===== src/sv/rss_pkg.sv =====
// ----------------------------------------------------------------------------
// rss_pkg
// Shared types, microcode encoding and control store for the record sorter.
// ----------------------------------------------------------------------------
package rss_pkg;

  localparam int IdW    = 16;
  localparam int ScoreW = 16;
  localparam int TotalW = 17;
  localparam int PcW    = 4;
  localparam int OpW    = 4;
  localparam int CondW  = 4;

  typedef struct packed {
    logic [IdW-1:0]    id;
    logic [ScoreW-1:0] run;
    logic [ScoreW-1:0] bike;
    logic [TotalW-1:0] total;
  } rss_rec_t;

  // read address select
  localparam logic RS_POS  = 1'b0;
  localparam logic RS_SCAN = 1'b1;

  // datapath operations
  localparam logic [OpW-1:0] OP_NONE      = 4'd0;
  localparam logic [OpW-1:0] OP_POS_CLR   = 4'd1;
  localparam logic [OpW-1:0] OP_PASS      = 4'd2;
  localparam logic [OpW-1:0] OP_LOAD_BEST = 4'd3;
  localparam logic [OpW-1:0] OP_SCAN      = 4'd4;
  localparam logic [OpW-1:0] OP_CMP       = 4'd5;
  localparam logic [OpW-1:0] OP_WR_POS    = 4'd6;
  localparam logic [OpW-1:0] OP_WR_BEST   = 4'd7;
  localparam logic [OpW-1:0] OP_SCAN_CLR  = 4'd8;
  localparam logic [OpW-1:0] OP_OUT_LOAD  = 4'd9;
  localparam logic [OpW-1:0] OP_FIN       = 4'd10;

  // jump conditions
  localparam logic [CondW-1:0] C_NONE      = 4'd0;
  localparam logic [CondW-1:0] C_ALWAYS    = 4'd1;
  localparam logic [CondW-1:0] C_ACC_LAST  = 4'd2;
  localparam logic [CondW-1:0] C_FEW       = 4'd3;
  localparam logic [CondW-1:0] C_SCAN_LAST = 4'd4;
  localparam logic [CondW-1:0] C_SCAN_MORE = 4'd5;
  localparam logic [CondW-1:0] C_POS_MORE  = 4'd6;
  localparam logic [CondW-1:0] C_OUT_FREE  = 4'd7;
  localparam logic [CondW-1:0] C_EMIT_MORE = 4'd8;

  // program steps
  localparam logic [PcW-1:0] ST_IDLE      = 4'd0;
  localparam logic [PcW-1:0] ST_SORT_INIT = 4'd1;
  localparam logic [PcW-1:0] ST_PASS      = 4'd2;
  localparam logic [PcW-1:0] ST_LOAD      = 4'd3;
  localparam logic [PcW-1:0] ST_SCAN      = 4'd4;
  localparam logic [PcW-1:0] ST_TAIL      = 4'd5;
  localparam logic [PcW-1:0] ST_SWAP_A    = 4'd6;
  localparam logic [PcW-1:0] ST_SWAP_B    = 4'd7;
  localparam logic [PcW-1:0] ST_EMIT_INIT = 4'd8;
  localparam logic [PcW-1:0] ST_EMIT_RD   = 4'd9;
  localparam logic [PcW-1:0] ST_EMIT_WAIT = 4'd10;
  localparam logic [PcW-1:0] ST_EMIT_LD   = 4'd11;
  localparam logic [PcW-1:0] ST_FIN       = 4'd12;

  typedef struct packed {
    logic             in_rdy;
    logic             rd_en;
    logic             rsel;
    logic [OpW-1:0]   op;
    logic [CondW-1:0] cond;
    logic             hold;    // stay on this step when the jump is not taken
    logic [PcW-1:0]   target;
  } rss_ctrl_t;

  typedef struct packed {
    logic acc_last;
    logic few;
    logic scan_last;
    logic pos_more;
    logic emit_more;
    logic out_free;
  } rss_status_t;

  function automatic rss_ctrl_t rss_cw(input logic in_rdy, input logic rd_en,
                                       input logic rsel, input logic [OpW-1:0] op,
                                       input logic [CondW-1:0] cond, input logic hold,
                                       input logic [PcW-1:0] target);
    rss_ctrl_t cw;
    cw.in_rdy = in_rdy;
    cw.rd_en  = rd_en;
    cw.rsel   = rsel;
    cw.op     = op;
    cw.cond   = cond;
    cw.hold   = hold;
    cw.target = target;
    return cw;
  endfunction

  // control store: one word per step
  function automatic rss_ctrl_t rss_rom(input logic [PcW-1:0] pc);
    rss_ctrl_t cw;
    unique case (pc)
      ST_IDLE:      cw = rss_cw(1'b1, 1'b0, RS_POS,  OP_NONE,      C_ACC_LAST,  1'b1,
                            ST_SORT_INIT);
      ST_SORT_INIT: cw = rss_cw(1'b0, 1'b0, RS_POS,  OP_POS_CLR,   C_FEW,       1'b0,
                            ST_EMIT_INIT);
      ST_PASS:      cw = rss_cw(1'b0, 1'b1, RS_POS,  OP_PASS,      C_NONE,      1'b0,
                            ST_IDLE);
      ST_LOAD:      cw = rss_cw(1'b0, 1'b1, RS_SCAN, OP_LOAD_BEST, C_SCAN_LAST, 1'b0,
                            ST_TAIL);
      ST_SCAN:      cw = rss_cw(1'b0, 1'b1, RS_SCAN, OP_SCAN,      C_SCAN_MORE, 1'b0,
                            ST_SCAN);
      ST_TAIL:      cw = rss_cw(1'b0, 1'b0, RS_POS,  OP_CMP,       C_NONE,      1'b0,
                            ST_IDLE);
      ST_SWAP_A:    cw = rss_cw(1'b0, 1'b0, RS_POS,  OP_WR_POS,    C_NONE,      1'b0,
                            ST_IDLE);
      ST_SWAP_B:    cw = rss_cw(1'b0, 1'b0, RS_POS,  OP_WR_BEST,   C_POS_MORE,  1'b0,
                            ST_PASS);
      ST_EMIT_INIT: cw = rss_cw(1'b0, 1'b0, RS_POS,  OP_SCAN_CLR,  C_NONE,      1'b0,
                            ST_IDLE);
      ST_EMIT_RD:   cw = rss_cw(1'b0, 1'b1, RS_SCAN, OP_NONE,      C_NONE,      1'b0,
                            ST_IDLE);
      ST_EMIT_WAIT: cw = rss_cw(1'b0, 1'b1, RS_SCAN, OP_NONE,      C_OUT_FREE,  1'b1,
                            ST_EMIT_LD);
      ST_EMIT_LD:   cw = rss_cw(1'b0, 1'b0, RS_POS,  OP_OUT_LOAD,  C_EMIT_MORE, 1'b0,
                            ST_EMIT_WAIT);
      ST_FIN:       cw = rss_cw(1'b0, 1'b0, RS_POS,  OP_FIN,       C_ALWAYS,    1'b0,
                            ST_IDLE);
      default:      cw = rss_cw(1'b0, 1'b0, RS_POS,  OP_NONE,      C_ALWAYS,    1'b0,
                            ST_IDLE);
    endcase
    return cw;
  endfunction

endpackage


===== src/sv/rss_if.sv =====
// ----------------------------------------------------------------------------
// rss_if
// Valid/ready channels for record items in and sorted record items out.
// ----------------------------------------------------------------------------
interface rss_in_if;
  logic        valid;
  logic        ready;
  logic [15:0] record_id;
  logic [15:0] run_score;
  logic [15:0] bike_score;
  logic        last_record;

  modport source (output valid, record_id, run_score, bike_score, last_record,
                  input ready);
  modport sink (input valid, record_id, run_score, bike_score, last_record,
                output ready);
endinterface

interface rss_out_if;
  logic        valid;
  logic        ready;
  logic [15:0] out_id;
  logic [15:0] out_run;
  logic [15:0] out_bike;
  logic [16:0] out_total;
  logic        out_last;
  logic        overflow;

  modport source (output valid, out_id, out_run, out_bike, out_total, out_last, overflow,
                  input ready);
  modport sink (input valid, out_id, out_run, out_bike, out_total, out_last, overflow,
                output ready);
endinterface


===== src/sv/rss_seq.sv =====
// ----------------------------------------------------------------------------
// rss_seq
// Step counter over the control store with conditional jumps.
// ----------------------------------------------------------------------------
module rss_seq
  import rss_pkg::*;
(
  input  logic        clk,
  input  logic        rst_n,
  input  rss_status_t status_i,
  output rss_ctrl_t   ctrl_o
);

  logic [PcW-1:0] pc_r;
  logic [PcW-1:0] pc_nxt;
  rss_ctrl_t      cw;
  logic           take;

  assign cw     = rss_rom(pc_r);
  assign ctrl_o = cw;

  always_comb begin
    unique case (cw.cond)
      C_NONE:      take = 1'b0;
      C_ALWAYS:    take = 1'b1;
      C_ACC_LAST:  take = status_i.acc_last;
      C_FEW:       take = status_i.few;
      C_SCAN_LAST: take = status_i.scan_last;
      C_SCAN_MORE: take = !status_i.scan_last;
      C_POS_MORE:  take = status_i.pos_more;
      C_OUT_FREE:  take = status_i.out_free;
      C_EMIT_MORE: take = status_i.emit_more;
      default:     take = 1'b0;
    endcase
  end

  always_comb begin
    priority if (take) begin
      pc_nxt = cw.target;
    end else if (cw.hold) begin
      pc_nxt = pc_r;
    end else begin
      pc_nxt = pc_r + PcW'(1);
    end
  end

  always_ff @(posedge clk) begin
    if (!rst_n) begin
      pc_r <= ST_IDLE;
    end else begin
      pc_r <= pc_nxt;
    end
  end

endmodule


===== src/sv/rss_dp.sv =====
// ----------------------------------------------------------------------------
// rss_dp
// Record store, selection sort registers and the output register.
// ----------------------------------------------------------------------------
module rss_dp
  import rss_pkg::*;
#(
  parameter int MAX_RECORDS,
  localparam int AW = $clog2(MAX_RECORDS),
  localparam int CW = $clog2(MAX_RECORDS + 1)
) (
  input  logic        clk,
  input  logic        rst_n,
  input  rss_ctrl_t   ctrl_i,
  input  logic        in_fire_i,
  input  rss_rec_t    in_rec_i,
  input  logic        in_last_i,
  input  logic        out_ready_i,
  output rss_status_t status_o,
  output logic        out_valid_o,
  output rss_rec_t    out_rec_o,
  output logic        out_last_o,
  output logic        out_overflow_o
);

  rss_rec_t mem [MAX_RECORDS];

  logic [CW-1:0] count_r;
  logic          dropped_r;
  logic          out_valid_r;
  logic [AW-1:0] pos_r;
  logic [CW-1:0] scan_r;
  logic [AW-1:0] best_r;
  logic [AW-1:0] rd_idx_r;
  rss_rec_t      best_rec_r;
  rss_rec_t      pos_rec_r;
  rss_rec_t      rdata_r;
  rss_rec_t      out_rec_r;
  logic          out_last_r;
  logic          out_ovf_r;

  logic          full;
  logic [AW-1:0] rd_addr;
  logic          wr_en;
  logic [AW-1:0] wr_addr;
  rss_rec_t      wr_data;
  logic          smaller;
  logic [CW:0]   count_x;
  logic [CW:0]   scan_x;
  logic [CW:0]   pos_x;

  assign full    = (count_r == CW'(MAX_RECORDS));
  assign rd_addr = (ctrl_i.rsel == RS_SCAN) ? scan_r[AW-1:0] : pos_r;
  assign smaller = (rdata_r.total < best_rec_r.total);
  assign count_x = (CW+1)'(count_r);
  assign scan_x  = (CW+1)'(scan_r);
  assign pos_x   = (CW+1)'(pos_r);

  always_comb begin
    wr_en   = 1'b0;
    wr_addr = count_r[AW-1:0];
    wr_data = in_rec_i;
    priority if (in_fire_i && !full) begin
      wr_en = 1'b1;
    end else if (ctrl_i.op == OP_WR_POS) begin
      wr_en   = 1'b1;
      wr_addr = pos_r;
      wr_data = best_rec_r;
    end else if (ctrl_i.op == OP_WR_BEST) begin
      wr_en   = 1'b1;
      wr_addr = best_r;
      wr_data = pos_rec_r;
    end
  end

  always_ff @(posedge clk) begin
    if (wr_en) begin
      mem[wr_addr] <= wr_data;
    end
    if (ctrl_i.rd_en) begin
      rdata_r  <= mem[rd_addr];
      rd_idx_r <= rd_addr;
    end
  end

  always_ff @(posedge clk) begin
    if (!rst_n) begin
      count_r     <= '0;
      dropped_r   <= 1'b0;
      out_valid_r <= 1'b0;
    end else begin
      if (in_fire_i) begin
        if (!full) begin
          count_r <= count_r + CW'(1);
        end else begin
          dropped_r <= 1'b1;
        end
      end
      if (ctrl_i.op == OP_FIN) begin
        count_r   <= '0;
        dropped_r <= 1'b0;
      end
      if (ctrl_i.op == OP_OUT_LOAD) begin
        out_valid_r <= 1'b1;
      end else if (out_ready_i) begin
        out_valid_r <= 1'b0;
      end
    end
  end

  always_ff @(posedge clk) begin
    unique case (ctrl_i.op)
      OP_POS_CLR: begin
        pos_r <= '0;
      end
      OP_PASS: begin
        scan_r <= CW'(pos_r) + CW'(1);
      end
      OP_LOAD_BEST: begin
        best_r     <= pos_r;
        best_rec_r <= rdata_r;
        pos_rec_r  <= rdata_r;
        scan_r     <= scan_r + CW'(1);
      end
      OP_SCAN: begin
        if (smaller) begin
          best_r     <= rd_idx_r;
          best_rec_r <= rdata_r;
        end
        scan_r <= scan_r + CW'(1);
      end
      OP_CMP: begin
        if (smaller) begin
          best_r     <= rd_idx_r;
          best_rec_r <= rdata_r;
        end
      end
      OP_WR_BEST: begin
        pos_r <= pos_r + AW'(1);
      end
      OP_SCAN_CLR: begin
        scan_r <= '0;
      end
      OP_OUT_LOAD: begin
        out_rec_r  <= rdata_r;
        out_last_r <= !status_o.emit_more;
        out_ovf_r  <= dropped_r;
        scan_r     <= scan_r + CW'(1);
      end
      default: begin
      end
    endcase
  end

  assign status_o.acc_last  = in_fire_i && in_last_i;
  assign status_o.few       = (count_x < (CW+1)'(2));
  assign status_o.scan_last = ((scan_x + (CW+1)'(1)) >= count_x);
  assign status_o.pos_more  = ((pos_x + (CW+1)'(2)) < count_x);
  assign status_o.emit_more = ((scan_x + (CW+1)'(1)) != count_x);
  assign status_o.out_free  = !out_valid_r || out_ready_i;

  assign out_valid_o    = out_valid_r;
  assign out_rec_o      = out_rec_r;
  assign out_last_o     = out_last_r;
  assign out_overflow_o = out_ovf_r;

endmodule


===== src/sv/record_selection_sorter_top.sv =====
// ----------------------------------------------------------------------------
// record_selection_sorter_top
// Collects a set of records, sorts them by total score, emits them in order.
// ----------------------------------------------------------------------------
// in_ch takes one record item per cycle while the block is collecting. Each
// record gets total = run + bike and is written to the record store; records
// beyond MAX_RECORDS are dropped and flag overflow on every item of the set.
// An item with last_record set closes the set: in_ch.ready drops while a
// microcoded selection sort runs over the store and the set is sent on out_ch.
// Each sort pass scans the remaining records for the smallest total, bound
// by the single store read port.
// Emission then reads the store in order; the last item carries out_last.
// A stalled out_ch holds its output register and the sequencer waits on it;
// the last item of a set may still sit there while the next set loads.
// Synchronous active-low reset returns to collecting with an empty set and
// no output pending; store contents are not cleared.
// ----------------------------------------------------------------------------
module record_selection_sorter_top
  import rss_pkg::*;
#(
  parameter int MAX_RECORDS = 16
) (
  input  logic      clk,
  input  logic      rst_n,
  rss_in_if.sink    in_ch,
  rss_out_if.source out_ch
);

  rss_ctrl_t   ctrl;
  rss_status_t status;
  rss_rec_t    in_rec;
  rss_rec_t    out_rec;
  logic        in_fire;

  assign in_ch.ready  = ctrl.in_rdy;
  assign in_fire      = in_ch.valid && ctrl.in_rdy;

  assign in_rec.id    = in_ch.record_id;
  assign in_rec.run   = in_ch.run_score;
  assign in_rec.bike  = in_ch.bike_score;
  assign in_rec.total = TotalW'(in_ch.run_score) + TotalW'(in_ch.bike_score);

  rss_seq u_seq (
    .clk      (clk),
    .rst_n    (rst_n),
    .status_i (status),
    .ctrl_o   (ctrl)
  );

  rss_dp #(
    .MAX_RECORDS (MAX_RECORDS)
  ) u_dp (
    .clk            (clk),
    .rst_n          (rst_n),
    .ctrl_i         (ctrl),
    .in_fire_i      (in_fire),
    .in_rec_i       (in_rec),
    .in_last_i      (in_ch.last_record),
    .out_ready_i    (out_ch.ready),
    .status_o       (status),
    .out_valid_o    (out_ch.valid),
    .out_rec_o      (out_rec),
    .out_last_o     (out_ch.out_last),
    .out_overflow_o (out_ch.overflow)
  );

  assign out_ch.out_id    = out_rec.id;
  assign out_ch.out_run   = out_rec.run;
  assign out_ch.out_bike  = out_rec.bike;
  assign out_ch.out_total = out_rec.total;

endmodule


===== src/flat_wrapper.sv =====
// flat-port wrapper written by rule: the top's interface ports become plain ports
module record_selection_sorter_top_flat import rss_pkg::*;
#(
  parameter int MAX_RECORDS = 16
)
  (clk, rst_n, in_ch_valid, in_ch_record_id, in_ch_run_score, in_ch_bike_score, in_ch_last_record, in_ch_ready, out_ch_valid, out_ch_out_id, out_ch_out_run, out_ch_out_bike, out_ch_out_total, out_ch_out_last, out_ch_overflow, out_ch_ready);
  rss_in_if in_ch_i ();
  rss_out_if out_ch_i ();
  input  logic clk;
  input  logic rst_n;
  input wire logic [$bits(in_ch_i.valid)-1:0] in_ch_valid;
  input wire logic [$bits(in_ch_i.record_id)-1:0] in_ch_record_id;
  input wire logic [$bits(in_ch_i.run_score)-1:0] in_ch_run_score;
  input wire logic [$bits(in_ch_i.bike_score)-1:0] in_ch_bike_score;
  input wire logic [$bits(in_ch_i.last_record)-1:0] in_ch_last_record;
  output wire logic [$bits(in_ch_i.ready)-1:0] in_ch_ready;
  output wire logic [$bits(out_ch_i.valid)-1:0] out_ch_valid;
  output wire logic [$bits(out_ch_i.out_id)-1:0] out_ch_out_id;
  output wire logic [$bits(out_ch_i.out_run)-1:0] out_ch_out_run;
  output wire logic [$bits(out_ch_i.out_bike)-1:0] out_ch_out_bike;
  output wire logic [$bits(out_ch_i.out_total)-1:0] out_ch_out_total;
  output wire logic [$bits(out_ch_i.out_last)-1:0] out_ch_out_last;
  output wire logic [$bits(out_ch_i.overflow)-1:0] out_ch_overflow;
  input wire logic [$bits(out_ch_i.ready)-1:0] out_ch_ready;
  assign in_ch_i.valid = in_ch_valid;
  assign in_ch_i.record_id = in_ch_record_id;
  assign in_ch_i.run_score = in_ch_run_score;
  assign in_ch_i.bike_score = in_ch_bike_score;
  assign in_ch_i.last_record = in_ch_last_record;
  assign in_ch_ready = in_ch_i.ready;
  assign out_ch_valid = out_ch_i.valid;
  assign out_ch_out_id = out_ch_i.out_id;
  assign out_ch_out_run = out_ch_i.out_run;
  assign out_ch_out_bike = out_ch_i.out_bike;
  assign out_ch_out_total = out_ch_i.out_total;
  assign out_ch_out_last = out_ch_i.out_last;
  assign out_ch_overflow = out_ch_i.overflow;
  assign out_ch_i.ready = out_ch_ready;
  record_selection_sorter_top #(.MAX_RECORDS(MAX_RECORDS)) u_core (.clk(clk), .rst_n(rst_n), .in_ch(in_ch_i), .out_ch(out_ch_i));
endmodule

===== config.mk =====
export PLATFORM = sky130hd
export DESIGN_NAME = record_selection_sorter_top_flat
export DESIGN_NICKNAME = d
export VERILOG_FILES = /design/src/sv/rss_pkg.sv /design/src/sv/rss_if.sv /design/src/sv/rss_seq.sv /design/src/sv/rss_dp.sv /design/src/sv/record_selection_sorter_top.sv /design/src/flat_wrapper.sv
export SDC_FILE = /design/constraint.sdc
export NUM_CORES = 2
export LEC_CHECK = 0
export BUFFER_PORTS_ARGS = -buffer_cell sky130_fd_sc_hd__buf_2
export CORE_ASPECT_RATIO = 1.25
export CORE_MARGIN = 3
export CORE_UTILIZATION = 62
export DETAILED_ROUTE_END_ITERATION = 8
export PLACE_DENSITY = 0.79
export SLEW_MARGIN = 40
export SYNTH_ARGS = -nofsm -noshare
export SYNTH_HDL_FRONTEND = slang
export SYNTH_SLANG_ARGS = --single-unit

===== constraint.sdc =====
create_clock -name clk -period 14.6 [get_ports clk]
set_input_delay 0.73 -clock clk [delete_from_list [all_inputs] [get_ports clk]]
set_output_delay 0.73 -clock clk [all_outputs]
set_load 0.01 [all_outputs]

Word-level counts from Yosys, hierarchy flattened --
Memories as Yosys holds them, arrays and structs flattened. A register that Yosys moved wholly into a read port is not among the register bits. Cells that the tools add are included.
Word-level totals: register bits after elaboration 225, RAM bits 1040, ROM bits 256, bits of input ports 53, output and inout port bits 69, logic and storage cells 103, memories 2
Cells by class: add/sub/neg operators 8, magnitude comparators 4, equal/unequal tests 22, muxes and demuxes 25, bitwise gates (word level) 2, reduce and logical (&&, ||, !) cells 18
Memory list:
- u_core.u_dp.mem | depth 16, bits a word 65, read ports 1, clocked after memory_dff 1, write ports 1, line rss_dp.sv:26 | rss_rec_t mem [MAX_RECORDS];
- (name not given) | depth 16, bits a word 16, read ports 1, clocked after memory_dff 1, write ports 0, line rss_pkg.sv:101 | unique case (pc)
Operators with widths (number):
- 2-to-1 mux 65 bit | 4
- case mux 65 bit (2 select lines) | 1
- 2-to-1 mux 4 bit | 9
- == test 4 x 3 -> 1 bit, second input constant | 8
- adder 16 x 16 -> 17 bit | 1
- less-than comparator 17 bit | 1
- == test 4 x 2 -> 1 bit, second input constant | 4
- == test 4 bit, second input constant | 4
- case mux 4 bit (2 select lines) | 2
- case mux 5 bit (3 select lines) | 1
- adder 5 x 1 -> 5 bit, second input constant | 2
- adder 4 x 1 -> 4 bit, second input constant | 2
- == test 4 x 1 -> 1 bit, second input constant | 2
- case mux 1 bit (8 select lines) | 1
- 2-to-1 mux 1 bit | 7
- adder 5 x 1 -> 6 bit, second input constant | 1
- >= comparator 6 x 5 -> 1 bit | 1
- != test 6 x 5 -> 1 bit | 1
- AND reduction 2 bit | 3
- nonzero test 2 bit | 3
- adder 4 x 1 -> 5 bit, second input constant | 1
- adder 4 x 2 -> 5 bit, second input constant | 1
- == test 5 bit, second input constant | 1
- less-than comparator 5 x 2 -> 1 bit, second input constant | 1
- 10 further kinds | 17

Longest topological paths before layout --
depth in word-level cells 7, gate-level depth with buffers 16

Hierarchy --
A second synthesis with hierarchy kept.
Second synthesis, totals: cells, all modules 4047, area total of the unflattened synthesis 53726.5 um^2
Modules (own cells, without submodules):
- rss_dp | times used 1, cells each 3830, area each 51868.5 um^2
- rss_seq | times used 1, cells each 106, area each 996.0 um^2
- record_selection_sorter_top | times used 1, cells each 111, area each 862.1 um^2

Worst setup path before layout --
No wires, ideal clock.
kind flip-flop to flip-flop, from register, netlist name u_core.u_seq.ctrl_o[9], to register u_core.u_dp.best_r[0] (enable), arrival time 10.028 ns, required time 14.009 ns, slack 3.981 ns, cell stages (with the launch flop) 6, clock period less this slack 10.619 ns, cells stage by stage dfxtp_1 buf_1 clkbuf_1 nor4bb_1 a31oi_1 o21ai_0
Between the ends: longest elaborated chain between the ends 4, elaborated cells on any way between the ends 7, those cells by class 4 x eq/ne; 3 x reduce/logical
Ends and longest elaborated chain:
- == test 4 x 3 -> 1 bit | line rss_dp.sv:112 | unique case (ctrl_i.op)
- OR reduction 2 bit (no line)
- != test 2 x 1 -> 1 bit (no line) / nonzero test 2 bit (equally long branches)
- AND reduction 2 bit (no line) *
- to (signal assigned) | line rss_dp.sv:120 | best_r <= pos_r;
- to (signal assigned) | line rss_dp.sv:127 | best_r <= rd_idx_r;
- to (signal assigned) | line rss_dp.sv:134 | best_r <= rd_idx_r;
- to (decl) | line rss_dp.sv:33 | logic [AW-1:0] best_r;
Mark *: on every way between the ends. The rest lies on a longest branch, timed or not. A chain may end at the register's enable or synchronous reset.

Worst setup path in the final report --
from register u_core.u_dp.count_r[1], to memory u_core.u_dp.mem[2][4] in the netlist's numbering (enable)
Between the ends: longest elaborated chain between the ends 6, elaborated cells on any way between the ends 9, those cells by class 1 x eq/ne; 6 x mux; 2 x reduce/logical
Ends and longest elaborated chain:
- from (decl) | line rss_dp.sv:28 | logic [CW-1:0] count_r;
- from (signal assigned) | line rss_dp.sv:94 | count_r <= count_r + CW'(1);
- == test 5 bit | line rss_dp.sv:52 | assign full = (count_r == CW'(MAX_RECORDS));
- zero test 1 bit
- logical AND 1 bit | line rss_dp.sv:63 | priority if (in_fire_i && !full) begin
- 2-to-1 mux 1 bit | line rss_dp.sv:63
- 2-to-1 mux 1 bit | line rss_dp.sv:77 | if (wr_en) begin
- 2-to-1 mux 1 bit (implied by the code) | line rss_dp.sv:78 | mem[wr_addr] <= wr_data;
- to (decl) | line rss_dp.sv:26
Several ways; a longest one is shown, not always the timed one.

==> impl_results.rst <==
.. list-table::
   :header-rows: 1

   * - Metric
     - Value
   * - Number of slew-limit violations in the final report
     - 0
   * - Number of max-cap violations
     - 0
   * - Biggest area consumer among synthesized cells
     - sky130_fd_sc_hd__edfxtp_1
   * - Dominant combinational cell family by area after synthesis
     - simple AND/OR/NAND/NOR gates
   * - Area fraction in compound gates after synthesis
     - 0.0478
   * - Cell types occupying the most area after synthesis
     - sky130_fd_sc_hd__edfxtp_1 (74%), sky130_fd_sc_hd__nand2_1 (7.9%), sky130_fd_sc_hd__nand3_1 (5.0%)
   * - RSZ-0062 raised after global routing
     - false
   * - Root Buffer
     - sky130_fd_sc_hd__clkbuf_16
   * - Post-CTS Setup Bufs
     - 0
   * - TritonCTS Sinks
     - about 1,300
   * - Final hold violations
     - 0
   * - Accumulated negative setup slack
     - 0 ns
   * - Post-synthesis share of cell area spent on and, or, nand and nor gates
     - 0.148
   * - Detailed Route WL
     - 137,000 um
   * - HP Start
     - in_ch_valid
   * - Area of the mapped netlist
     - 0.0535 mm^2
   * - Area of the placeable core
     - 0.0849 mm^2
   * - Aggregate global-route resource usage
     - 0.303
   * - Critical path buffer and inverter count
     - 3
   * - Worst-case clock skew
     - 0.0340 ns
   * - Proportion of synthesized chip area in sequential cells
     - 0.750
   * - CP arrival
     - between 4 and 5 ns
   * - Number of remaining DRC errors
     - 0
   * - Via Count
     - roughly 35,000
   * - Cells along the critical path
     - inv_1 -> ha_1 -> nand2_1 -> nor3_1 -> nor2_1 -> nor3_1 -> a21oi_1 -> nand2b_1 -> nor2_4 -> buf_4 -> buf_4
   * - Antenna violations before repair
     - 2
   * - Number of detailed-route iterations in the first pass
     - 7
   * - IO Pins
     - 122
   * - Required time of the critical path
     - 14.92 ns
   * - Diode insertion count for antenna repair
     - 0
   * - Run status
     - finished clean
   * - Hold buffer count at CTS
     - 0
   * - Number of buffers created by CTS
     - 119
   * - Most used standard cell by instance count after synthesis
     - sky130_fd_sc_hd__edfxtp_1
   * - Number of nets in the synthesized netlist
     - 4,107
   * - Row cnt
     - 119
   * - Estimated wirelength of the detail-placed design
     - around 69,000 um
   * - Ys flop type
     - sky130_fd_sc_hd__edfxtp_1
   * - Hold path cells
     - 3
   * - Pwr per Cell Area
     - 159 mW/mm^2
   * - Layout cell share with drive strength beyond 1
     - 0.108
   * - Maximum frequency from static timing analysis
     - 0.231 GHz
   * - Area share of the largest cell type after synthesis
     - 0.740
   * - Reg clk slew, reported paths
     - 0.07 ns
   * - Post-Syn Area per Cell
     - 13.4 um^2
   * - Actual slew at the worst max-slew pin
     - ~0.93 ns
   * - Max incr delay on CP
     - 0.63 ns
   * - Clock period minus worst slack
     - 4.32 ns
   * - Type of the worst setup path
     - reg2reg
   * - Adder-cell share of the synthesized area
     - 0.0125
   * - Reg2Reg Launch Point
     - u_core.u_dp.count_r[1]
   * - Area of the die
     - 0.0899 mm^2
   * - Most frequent cells after synthesis
     - sky130_fd_sc_hd__edfxtp_1 (1,319), sky130_fd_sc_hd__nand2_1 (1,132), sky130_fd_sc_hd__nand3_1 (530)
   * - Register bit count reported by yosys
     - 1,346
   * - Global route total overflow
     - 0
   * - Async SR Flop Fraction
     - 0
   * - H-tree levels
     - 3
   * - Chip Height
     - 335 um
   * - LEAKAGE
     - 20.8 nW
   * - Worst hold endpoint
     - u_core.u_dp.dropped_r
   * - Critical Path Start Type
     - flop
   * - Post-route fraction of the period consumed by the critical path
     - 0.296
   * - Effective utilization at floorplan
     - 0.631
   * - Post-synth EDFFs
     - 1,319
   * - Maximum fanout encountered on the critical timing path
     - 30
   * - Die width
     - 269 um
   * - Final weighted congestion in routability-driven placement
     - around 0.84
   * - Slowest CP cell
     - sky130_fd_sc_hd__nor2_4
   * - Post-synth cell types
     - 64
   * - Headroom to the max-slew limit
     - 0.378
   * - Capturing point of the worst reg2reg path
     - u_core.u_dp.mem[2][4]
   * - FF-to-FF setup slack
     - 10.28 ns
   * - Multiplexer fraction of the synthesized cell area
     - 0.0155
   * - Number of instances in the synthesized netlist
     - 4,001
   * - Area growth from synthesis to layout
     - 11.4%
   * - Avg Vias per Cell
     - about 6.5
   * - Source-to-sink clock delay at the later pin of the worst-skew pair
     - around 0.7 ns
   * - Global-route wire length before repair
     - 202,000 um
   * - Setup violations, final
     - 0
   * - Maximum number of pins on one net before global-route repair
     - 179
   * - Number of buffers added on ports
     - 121
   * - Clock tree from TritonCTS
     - done
   * - Final antenna-violating net count
     - 0
   * - Violation count after the first detailed-route iteration
     - 5,049
   * - Number of nets at the end of the flow
     - 4,219
   * - Fraction of synthesized cell area in xor and xnor cells
     - 0.00474
   * - Type of destination of the critical path
     - flop
   * - Critical Path Source
     - u_core.u_dp.count_r[1]
   * - Count of warnings emitted by yosys
     - 0
   * - Detail-routed net length per standard cell
     - 25.8 um
   * - Bufs on Longest Clock Path
     - 3
   * - Worst-case reg-to-reg path depth
     - 11
   * - Type of the worst min-delay path
     - in2reg
   * - Number of global-route vias before repair
     - 33,400
   * - Post_cts resized
     - 0
   * - Peak supply drop
     - 0.134 mV
   * - Worst-case hold slack
     - about 0.3 ns
   * - Category of cells accounting for the largest share of critical-path delay
     - simple AND/OR/NAND/NOR gates
   * - Layout filler cell count
     - 5,280
## state kept, by name, summed over array words and instances, names as in the netlist, 4 cells and up
register                cells
u_core.u_dp.out_rec_o      65
u_core.u_dp.pos_r           4
u_core.u_dp.rdata_r        65
u_core.u_dp.scan_r          5
u_core.u_dp.best_r          4
u_core.u_seq.ctrl_o        16
u_core.u_seq.pc_r           4
u_core.u_dp.pos_rec_r      65
u_core.u_dp.mem          1040
u_core.u_dp.rd_idx_r        4
u_core.u_dp.count_r         5
u_core.u_dp.best_rec_r     65
## worst max path at each step
stage                                   end  slack, ns  cells after the start
finish                u_core.u_dp.mem[2][4]      10.28                     11
global route          u_core.u_dp.mem[2][4]      10.02                     11
CTS                  u_core.u_dp.mem[2][56]      10.28                     11
detailed placement   u_core.u_dp.mem[2][55]      10.33                      8
global placement    u_core.u_dp.rdata_r[61]      10.31                      8
floorplan             u_core.u_dp.best_r[0]       3.98                      5
## worst min-delay path: stages
cell	delay, ns
sky130_fd_sc_hd__buf_2	0.10
sky130_fd_sc_hd__a31oi_1	0.07
sky130_fd_sc_hd__nor2_1	0.07
## logic make-up (layout without fill, tap and decap cells)
logic type                 count (synthesis)  after routing
AOI/OAI and AO/OA                        360            360
and+or+nand+nor                         1845           1845
buffers and inverters                    287            499
muxes                                     81             81
adders and majority gates                 53             53
xor gates and xnor gates                  29             29
DFF                                     1346           1346
## layer usage
layer | GRT usage | routed length [um] | vias to the layer above
li1 | - | - | 15000
met1 | 0.416 | 49200 | 16900
met2 | 0.470 | 64400 | 2438
met3 | 0.0684 | 17200 | 414
met4 | 0.137 | 6180 | 4
met5 | 0 | 34 | -
## cell type report
| class | count | area (um^2) | area share |
|---|---|---|---|
| timing repair buffer | 233 | 1680 | 0.0282 |
| clock buffer | 147 | 3100 | 0.0521 |
| multi-input combinational | 2368 | 12500 | 0.209 |
| inverter | 45 | 185 | 0.00311 |
| clock inverter | 74 | 652 | 0.0109 |
| tap | 1089 | 1360 | 0.0229 |
| sequential | 1346 | 40200 | 0.673 |
## cell usage in the layout, fill, tap and decap left out, types with 7 or more instances in the layout
master / netlist / layout
sky130_fd_sc_hd__ha_1: 52 / 52
sky130_fd_sc_hd__nor2_1: 56 / 39
sky130_fd_sc_hd__nand2_1: 1132 / 1132
sky130_fd_sc_hd__o211ai_1: 7 / 7
sky130_fd_sc_hd__a31oi_1: 72 / 72
sky130_fd_sc_hd__clkinvlp_4: 0 / 7
sky130_fd_sc_hd__clkinv_2: 0 / 18
sky130_fd_sc_hd__a21oi_1: 31 / 22
sky130_fd_sc_hd__o21ai_0: 76 / 72
sky130_fd_sc_hd__clkbuf_16: 0 / 120
sky130_fd_sc_hd__buf_12: 0 / 7
sky130_fd_sc_hd__and3_1: 72 / 72
sky130_fd_sc_hd__xor2_1: 11 / 11
sky130_fd_sc_hd__inv_1: 43 / 42
sky130_fd_sc_hd__bufinv_16: 0 / 9
sky130_fd_sc_hd__buf_6: 1 / 16
sky130_fd_sc_hd__edfxtp_1: 1319 / 1319
sky130_fd_sc_hd__a311oi_1: 130 / 130
sky130_fd_sc_hd__nand2b_1: 12 / 12
sky130_fd_sc_hd__mux2i_1: 72 / 70
sky130_fd_sc_hd__clkbuf_1: 187 / 27
sky130_fd_sc_hd__nor3_1: 10 / 10
sky130_fd_sc_hd__nor2_4: 0 / 16
sky130_fd_sc_hd__a21oi_2: 0 / 9
sky130_fd_sc_hd__nand3_1: 530 / 530
sky130_fd_sc_hd__buf_2: 46 / 121
sky130_fd_sc_hd__dfxtp_1: 27 / 25
sky130_fd_sc_hd__clkinv_1: 0 / 29
sky130_fd_sc_hd__buf_4: 0 / 84
sky130_fd_sc_hd__xnor2_1: 18 / 18
sky130_fd_sc_hd__nor2b_1: 11 / 11
## stage by stage
step                       util  power, W  std cells  worst slack [ns]  cell area (um^2)
after floorplan               -   0.00589       4001              3.98             53500
after global placement    0.655   0.00639       5075             10.31             55600
after detailed placement  0.657   0.00646       5078             10.33             55800
after CTS                 0.701   0.00946       5299             10.28             59500
after global routing      0.703   0.00980       5302             10.02             59600
final                     0.703   0.00948       5302             10.28             59600
## power by group
group / internal [W] / switching [W]
Sequential: 0.00452 / 0.000122
Combinational: 0.000532 / 0.00127
Clock: 0.00167 / 0.00137
No activity file was read; power rests on OpenSTA's default activity.
